<file path="config.mk">
export PLATFORM = sky130hd
export DESIGN_NAME = double_precision_square_root_core
export DESIGN_NICKNAME = d
export VERILOG_FILES = /design/src/hw/rtl/dpsqrt_pkg.sv /design/src/hw/rtl/double_precision_square_root_core.sv /design/src/hw/rtl/dpsqrt_root.sv
export SDC_FILE = /design/constraint.sdc
export NUM_CORES = 1
export LEC_CHECK = 0
export BUFFER_PORTS_ARGS = -buffer_cell sky130_fd_sc_hd__buf_2
export CAP_MARGIN = 20
export CORE_AREA = 4 4 235 237
export CTS_CLUSTER_DIAMETER = 40
export DETAILED_ROUTE_END_ITERATION = 12
export DIE_AREA = 0 0 239 241
export PLACE_DENSITY_LB_ADDON = 0.3
export SYNTH_ARGS = -nofsm -noshare
export SYNTH_HDL_FRONTEND = slang
export SYNTH_SLANG_ARGS = --single-unit
export TNS_END_PERCENT = 30
</file>
<file path="constraint.sdc">
create_clock -name clk -period 7.1 [get_ports clk]
set_input_delay 0.355 -clock clk [delete_from_list [all_inputs] [get_ports clk]]
set_output_delay 0.355 -clock clk [all_outputs]
set_load 0.05 [all_outputs]
</file>
<file path="src/hw/rtl/dpsqrt_pkg.sv">
// Shared types and constants for the binary64 square root core.
package dpsqrt_pkg;

    localparam int unsigned FracW = 52;
    localparam int unsigned SigW = 53;
    localparam int unsigned RemW = 56;
    localparam int unsigned IterN = 53;
    localparam logic [10:0] ExpBias = 11'd1023;
    localparam logic [63:0] DefaultNan = 64'h7FF8_0000_0000_0000;
    localparam logic [63:0] QuietBit = 64'h0008_0000_0000_0000;

    // Rounding mode codes.
    localparam logic [1:0] RmNearest = 2'd0;
    localparam logic [1:0] RmZero = 2'd1;
    localparam logic [1:0] RmUp = 2'd2;

    // Handshake between controller and root unit.
    typedef struct packed {
        logic start;
        logic done;
    } root_ctl_t;

endpackage

</file>
<file path="src/hw/rtl/double_precision_square_root_core.sv">
// Sequence for a finite positive operand: input transfer, normalize step, root
// iterations, done strobe, round step, result valid; a special operand goes from
// the normalize step straight to result valid. Operands are taken one at a time:
// the next input transfer waits until the last result has been taken.
// Reset clears control state and sets the rounding mode to nearest-even.
// Top level of the binary64 square root core.
module double_precision_square_root_core (
    input  logic        clk,
    input  logic        rst_n,
    input  logic        cfg_we,
    input  logic [1:0]  cfg_wdata,
    input  logic        s_axis_tvalid,
    output logic        s_axis_tready,
    input  logic [63:0] s_axis_tdata,   // operand_bits[63:0]
    output logic        m_axis_tvalid,
    input  logic        m_axis_tready,
    output logic [63:0] m_axis_tdata,   // result_bits[63:0]
    output logic [1:0]  m_axis_tuser    // inexact, invalid
);

    typedef enum logic [4:0] {
        ST_IDLE = 5'b00001,
        ST_NORM = 5'b00010,
        ST_ROOT = 5'b00100,
        ST_RND  = 5'b01000,
        ST_OUT  = 5'b10000
    } state_t;

    state_t state_reg;
    logic [1:0] mode_reg;
    logic [63:0] x_reg;
    logic [dpsqrt_pkg::SigW-1:0] m_reg;
    logic [11:0] e_reg;
    logic [5:0] lz_reg;
    logic [63:0] res_reg;
    logic inv_reg;
    logic inx_reg;
    logic start;
    dpsqrt_pkg::root_ctl_t rstat;
    logic [dpsqrt_pkg::SigW-1:0] root;
    logic rem_nz;
    logic rem_gt;

    logic [10:0] ebits;
    logic [51:0] frac;
    logic [5:0] lz;
    logic [dpsqrt_pkg::SigW:0] radicand;
    logic [11:0] e_odd;
    logic up;
    logic [dpsqrt_pkg::SigW:0] qr;
    logic [11:0] ehalf;
    logic [11:0] efinal;

    assign ebits = x_reg[62:52];
    assign frac = x_reg[51:0];

    // Leading zero count of the fraction for subnormal operands.
    always_comb
    begin
        lz = 6'd51;
        for (int i = 0; i < 52; i++)
        begin
            if (frac[i])
            begin
                lz = 6'(51 - i);
            end
        end
    end

    // Odd exponent doubles the significand.
    always_comb
    begin
        e_odd = e_reg;
        radicand = {1'b0, m_reg};
        if (e_reg[0])
        begin
            radicand = {m_reg, 1'b0};
            e_odd = e_reg - 12'd1;
        end
    end

    assign start = (state_reg == ST_NORM) && !x_reg[63] && (ebits != 11'h7FF)
        && (x_reg[62:0] != '0) && (lz_reg == 6'd63);

    dpsqrt_root u_root (
        .clk(clk),
        .rst_n(rst_n),
        .start(start),
        .radicand(radicand),
        .status(rstat),
        .root(root),
        .rem_nonzero(rem_nz),
        .rem_gt_root(rem_gt)
    );

    // Rounding and exponent.
    always_comb
    begin
        case (mode_reg)
            dpsqrt_pkg::RmNearest: up = rem_nz && rem_gt;
            dpsqrt_pkg::RmUp:      up = rem_nz;
            default:               up = 1'b0;
        endcase
        qr = {1'b0, root} + {{dpsqrt_pkg::SigW{1'b0}}, up};
        ehalf = {e_odd[11], e_odd[11:1]};
        efinal = ehalf + 12'(dpsqrt_pkg::ExpBias) + {11'd0, qr[dpsqrt_pkg::SigW]};
    end

    // Rounding mode register.
    always_ff @(posedge clk or negedge rst_n)
    begin
        if (!rst_n)
        begin
            mode_reg <= dpsqrt_pkg::RmNearest;
        end
        else if (cfg_we)
        begin
            mode_reg <= cfg_wdata;
        end
    end

    // Sequencer.
    always_ff @(posedge clk or negedge rst_n)
    begin
        if (!rst_n)
        begin
            state_reg <= ST_IDLE;
        end
        else
        begin
            unique case (state_reg)
                ST_IDLE: if (s_axis_tvalid) state_reg <= ST_NORM;
                ST_NORM:
                begin
                    if (start) state_reg <= ST_ROOT;
                    else if (lz_reg != 6'd62) state_reg <= ST_OUT;
                end
                ST_ROOT: if (rstat.done) state_reg <= ST_RND;
                ST_RND: state_reg <= ST_OUT;
                ST_OUT: if (m_axis_tready) state_reg <= ST_IDLE;
                default: state_reg <= ST_IDLE;
            endcase
        end
    end

    // Datapath. lz_reg 62 marks a pending normalize step, 63 ready to start,
    // 0 a special operand whose result is already set.
    always_ff @(posedge clk)
    begin
        unique case (state_reg)
            ST_IDLE:
            begin
                x_reg <= s_axis_tdata;
                lz_reg <= 6'd62;
            end
            ST_NORM:
            begin
                if (lz_reg == 6'd62)
                begin
                    inv_reg <= 1'b0;
                    inx_reg <= 1'b0;
                    res_reg <= x_reg;
                    if (ebits == 11'h7FF)
                    begin
                        lz_reg <= 6'd0;
                        if (frac != '0)
                        begin
                            inv_reg <= !frac[51];
                            res_reg <= x_reg | dpsqrt_pkg::QuietBit;
                        end
                        else if (x_reg[63])
                        begin
                            inv_reg <= 1'b1;
                            res_reg <= dpsqrt_pkg::DefaultNan;
                        end
                    end
                    else if (x_reg[62:0] == '0)
                    begin
                        lz_reg <= 6'd0;
                        res_reg <= x_reg;
                    end
                    else if (x_reg[63])
                    begin
                        lz_reg <= 6'd0;
                        inv_reg <= 1'b1;
                        res_reg <= dpsqrt_pkg::DefaultNan;
                    end
                    else
                    begin
                        lz_reg <= 6'd63;
                        if (ebits == '0)
                        begin
                            m_reg <= {frac, 1'b0} << lz;
                            e_reg <= 12'(51) - {6'd0, lz} - 12'd1074;
                        end
                        else
                        begin
                            m_reg <= {1'b1, frac};
                            e_reg <= {1'b0, ebits} - 12'(dpsqrt_pkg::ExpBias);
                        end
                    end
                end
            end
            ST_RND:
            begin
                inx_reg <= rem_nz;
                res_reg <= {1'b0, efinal[10:0],
                    qr[dpsqrt_pkg::SigW] ? qr[dpsqrt_pkg::SigW-1:1] : qr[51:0]};
            end
            default:
            begin
            end
        endcase
    end

    assign s_axis_tready = (state_reg == ST_IDLE);
    assign m_axis_tvalid = (state_reg == ST_OUT);
    assign m_axis_tdata = res_reg;
    assign m_axis_tuser = {inx_reg, inv_reg};

`ifndef ASSERT_OFF
    a_one_side: assert property (@(posedge clk) disable iff (!rst_n)
        !(s_axis_tready && m_axis_tvalid))
        else $error("both sides open");
    a_root_done: assert property (@(posedge clk) disable iff (!rst_n)
        rstat.done |-> state_reg == ST_ROOT)
        else $error("root done outside root state");
    a_hold_out: assert property (@(posedge clk) disable iff (!rst_n)
        m_axis_tvalid && !m_axis_tready |=> $stable(m_axis_tdata))
        else $error("result changed while stalled");
`endif

endmodule

</file>
<file path="src/hw/rtl/dpsqrt_root.sv">
// Restoring integer square root, one result bit per cycle.
module dpsqrt_root (
    input  logic                                   clk,
    input  logic                                   rst_n,
    input  logic                                   start,
    input  logic [dpsqrt_pkg::SigW:0]              radicand,
    output dpsqrt_pkg::root_ctl_t                  status,
    output logic [dpsqrt_pkg::SigW-1:0]            root,
    output logic                                   rem_nonzero,
    output logic                                   rem_gt_root
);

    logic [dpsqrt_pkg::SigW:0] rad_reg;
    logic [dpsqrt_pkg::RemW-1:0] rem_reg;
    logic [dpsqrt_pkg::SigW-1:0] q_reg;
    logic [5:0] cnt_reg;
    logic busy_reg;
    logic done_reg;
    logic [dpsqrt_pkg::RemW-1:0] shifted;
    logic [dpsqrt_pkg::RemW-1:0] trial;
    logic [dpsqrt_pkg::RemW:0] diff;

    // Bring down the next radicand pair and try the subtraction.
    always_comb
    begin
        shifted = {rem_reg[dpsqrt_pkg::RemW-3:0], rad_reg[dpsqrt_pkg::SigW:dpsqrt_pkg::SigW-1]};
        trial = {1'b0, q_reg, 2'b01};
        diff = {1'b0, shifted} - {1'b0, trial};
    end

    // Iteration registers.
    always_ff @(posedge clk or negedge rst_n)
    begin
        if (!rst_n)
        begin
            busy_reg <= 1'b0;
            done_reg <= 1'b0;
            cnt_reg <= '0;
        end
        else
        begin
            done_reg <= 1'b0;
            if (start)
            begin
                busy_reg <= 1'b1;
                cnt_reg <= '0;
            end
            else if (busy_reg)
            begin
                cnt_reg <= cnt_reg + 6'd1;
                if (cnt_reg == 6'(dpsqrt_pkg::IterN - 1))
                begin
                    busy_reg <= 1'b0;
                    done_reg <= 1'b1;
                end
            end
        end
    end

    // Datapath: remainder, partial root and radicand shift line.
    always_ff @(posedge clk)
    begin
        if (start)
        begin
            rad_reg <= radicand;
            rem_reg <= '0;
            q_reg <= '0;
        end
        else if (busy_reg)
        begin
            rad_reg <= {rad_reg[dpsqrt_pkg::SigW-2:0], 2'b00};
            if (!diff[dpsqrt_pkg::RemW])
            begin
                rem_reg <= diff[dpsqrt_pkg::RemW-1:0];
                q_reg <= {q_reg[dpsqrt_pkg::SigW-2:0], 1'b1};
            end
            else
            begin
                rem_reg <= shifted;
                q_reg <= {q_reg[dpsqrt_pkg::SigW-2:0], 1'b0};
            end
        end
    end

    assign status.start = start;
    assign status.done = done_reg;
    assign root = q_reg;
    assign rem_nonzero = (rem_reg != '0);
    assign rem_gt_root = (rem_reg > {3'b000, q_reg});

`ifndef ASSERT_OFF
    a_done_after_busy: assert property (@(posedge clk) disable iff (!rst_n)
        done_reg |-> !busy_reg)
        else $error("root done while busy");
    a_no_start_busy: assert property (@(posedge clk) disable iff (!rst_n)
        start |-> !busy_reg)
        else $error("root started while busy");
    a_done_pulse: assert property (@(posedge clk) disable iff (!rst_n)
        done_reg |=> !done_reg)
        else $error("done held");
`endif

endmodule
</file>
==> run metrics <==
P per Cell Area 517.1 mW/mm²; final worst-path cycle share 0.9294; Final Util 0.5216; Post-Syn Instances 2,540; Placed Instances 3,237; Cell Rows 85; Avg Vias per Cell 6.385; Post-synth EDFFs 251; Worst Tran Pin Value 1037 ps; I/O pin cnt 139; mean post-synth cell area 9.363 µm²; CTS max path bufs 3; clk_lat worst skew 610 ps; area delta synth->final 16.86%; Fin Setup TNS 0 ps; commonest cells after routing, fill and taps aside edfxtp_1 (251), nor2_1 (228), nand2_1 (217); CTS root buf clkbuf_16; register area 0.01010 mm²; Die Ht 241 µm; post-layout min period 6599 ps; synth warn 0; first-pass GRT wire length 127,300 µm; CP Class register to register; Data required, critical path 7390 ps; Mapped Nets 2,677; Async SR Flop Fraction 0.04000; hold_ws 28.25 ps; final instance count without filler cells 3,423; Top FF cell, synth edfxtp_1; Core Footprint 0.05328 mm²; Yosys top cell area share 0.3169; Port Buffer Count 138; Synth area leader edfxtp_1; WP data arrival 6890 ps; post-synth cell types 88; Fill cells 4,780; CP Max Fanout 9; Setup Skew 28.31 ps; routed wire length per instance 24.76 µm; Total Power 14.37 mW; most used cell, CP ha_1; Slew HR 0.3070; hpwl dp 59,770 µm; HP Class primary input to register; PostCTS Resize Cnt 0; CTS buffer count 66; CP peak stage delay 610 ps; Post-CTS Repair Setup Buffers 0; worst-path cell with the longest stage delay nor4_2; final setup margin 501.3 ps; Die Width 239 µm; #FFs+latches synth 375; Critical Path End Type register; leakage 11.00 nW; grt total ovfl 0; CTS tree yes; largest net degree at the start of global routing 67; sequential cell area fraction in the yosys report 0.4245; initial DRC count 2,979; via count 21,856; initial antenna violation count 2; pre-CTS WS 796.0 ps; routability cong. 0.9723; die area 0.05760 mm²; Residual DRC 0; ranking of synthesized cells by area edfxtp_1 (32%), dfxtp_1 (9.2%), mux2i_1 (7.7%); htree depth 3; commonest non-fill, non-tap cell in the layout edfxtp_1; Antenna Nets Post-Route 0; fraction of layout cells with a size suffix above 1 0.1283; Total Routing Usage GR 0.2864; Fmax 0.1515 GHz; multi-input logic area 0.01262 mm²; Max VDD drop 334.6 µV; Initial Utilization 0.4463; CTS Hold Bufs 69; Final Hold Fails 0; CTS Sinks 375; Critical Path Start Type register; final setup vio count 0; first drt pass iteration count 8; final wirelength 84,750 µm; RSZ-0062 raised after global routing no; Max Cap Violations 0; nets@finish 2,815; vias in the first global route 20,612; status complete, no violations; Diodes inserted 0; design area 0.02779 mm²; clock transition at the registers of the reported paths 50 ps; Post-Syn Area 0.02378 mm²; max-slew violation count 0; Placed Area 0.02495 mm²
cell usage after synthesis, types with 10 or more instances:
cell and n:
a211oi_1 43, nand4_1 39, a211o_1 17, nand3_1 59
nand2_1 219, edfxtp_1 251, a221oi_1 10, nand2b_1 13
a31oi_1 20, xnor2_1 87, o22ai_1 22, and3_1 32
a22oi_1 16, ha_1 66, o21ai_0 164, a22o_1 17
mux2_2 27, o211ai_1 36, nor3b_1 14, or4_1 11
a21oi_1 142, dfrtp_1 14, nor3_1 53, o21bai_1 12
and4_1 11, nor4_1 42, o31ai_1 14, buf_1 19
dfxtp_1 109, mux2i_1 184, or3_1 11, a21boi_0 15
buf_2 29, nor2b_1 15, and2_1 15, a21o_1 44
nor2_1 233, inv_1 93, clkbuf_1 120, a221o_1 26
xor2_1 29
worst paths after layout:
kind / from / depth (start not counted) / endpoint / slack, ps
max reg2reg: u_root.root[25] / 28 / m_axis_tdata[62] / 500
min in group asynchronous: rst_n / 2 / state_reg[3] / 200
max: u_root.root[25] / 28 / m_axis_tdata[62] / 500
max in group asynchronous: rst_n / 2 / state_reg[0] / 6600
min reg2reg: u_root.done_reg / 1 / state_reg[2] / 480
min: cfg_we / 2 / mode_reg[0] / 30
critical path, delay by kind of cell, from the launching register on:
kind / cells / cell delay (ps)
buffers and inverters: 4 / 590
adders and majority gates: 4 / 990
xor gates and xnor gates: 1 / 140
and+or+nand+nor: 10 / 2390
AOI/OAI and AO/OA: 9 / 1760
DFF: 1 / 400
cells by family (layout without fill, tap and decap cells):
kind of cell               after synthesis  count (layout)  share of synthesized area
AOI/OAI and AO/OA                      709             709                     0.2009
xor gates and xnor gates               116             116                    0.04272
adders and majority gates               66              66                    0.03472
buffers and inverters                  275             462                    0.04682
DFF                                    375             375                     0.4245
muxes                                  213             213                    0.09133
and+or+nand+nor                        786             786                     0.1590
power by group:
group / total (mW) / internal (mW) / switching (mW)
sequential: 4.40 / 3.33 / 1.07
clock: 3.10 / 1.94 / 1.16
combinational: 6.87 / 2.57 / 4.30
total: 14.4 / 7.84 / 6.53
routing by layer:
| metal | GRT usage | up-vias | part of all wire |
|---|---|---|---|
| met5 | 0 | - | 0 |
| met4 | 0.09829 | 0 | 0.036 |
| met3 | 0.06788 | 205 | 0.11 |
| met2 | 0.4161 | 1288 | 0.41 |
| met1 | 0.4198 | 10541 | 0.44 |
| li1 | - | 9822 | - |
layout make-up:
type	instances	share of cell area
well taps	696	0.03134
inverters	98	0.01324
flip-flops and latches	375	0.3634
multi-input cells	1890	0.4540
repair buffers	247	0.06051
clock buffers	74	0.06164
clock inverters	43	0.01585
Note: power is estimated with default switching activity, not from simulation.
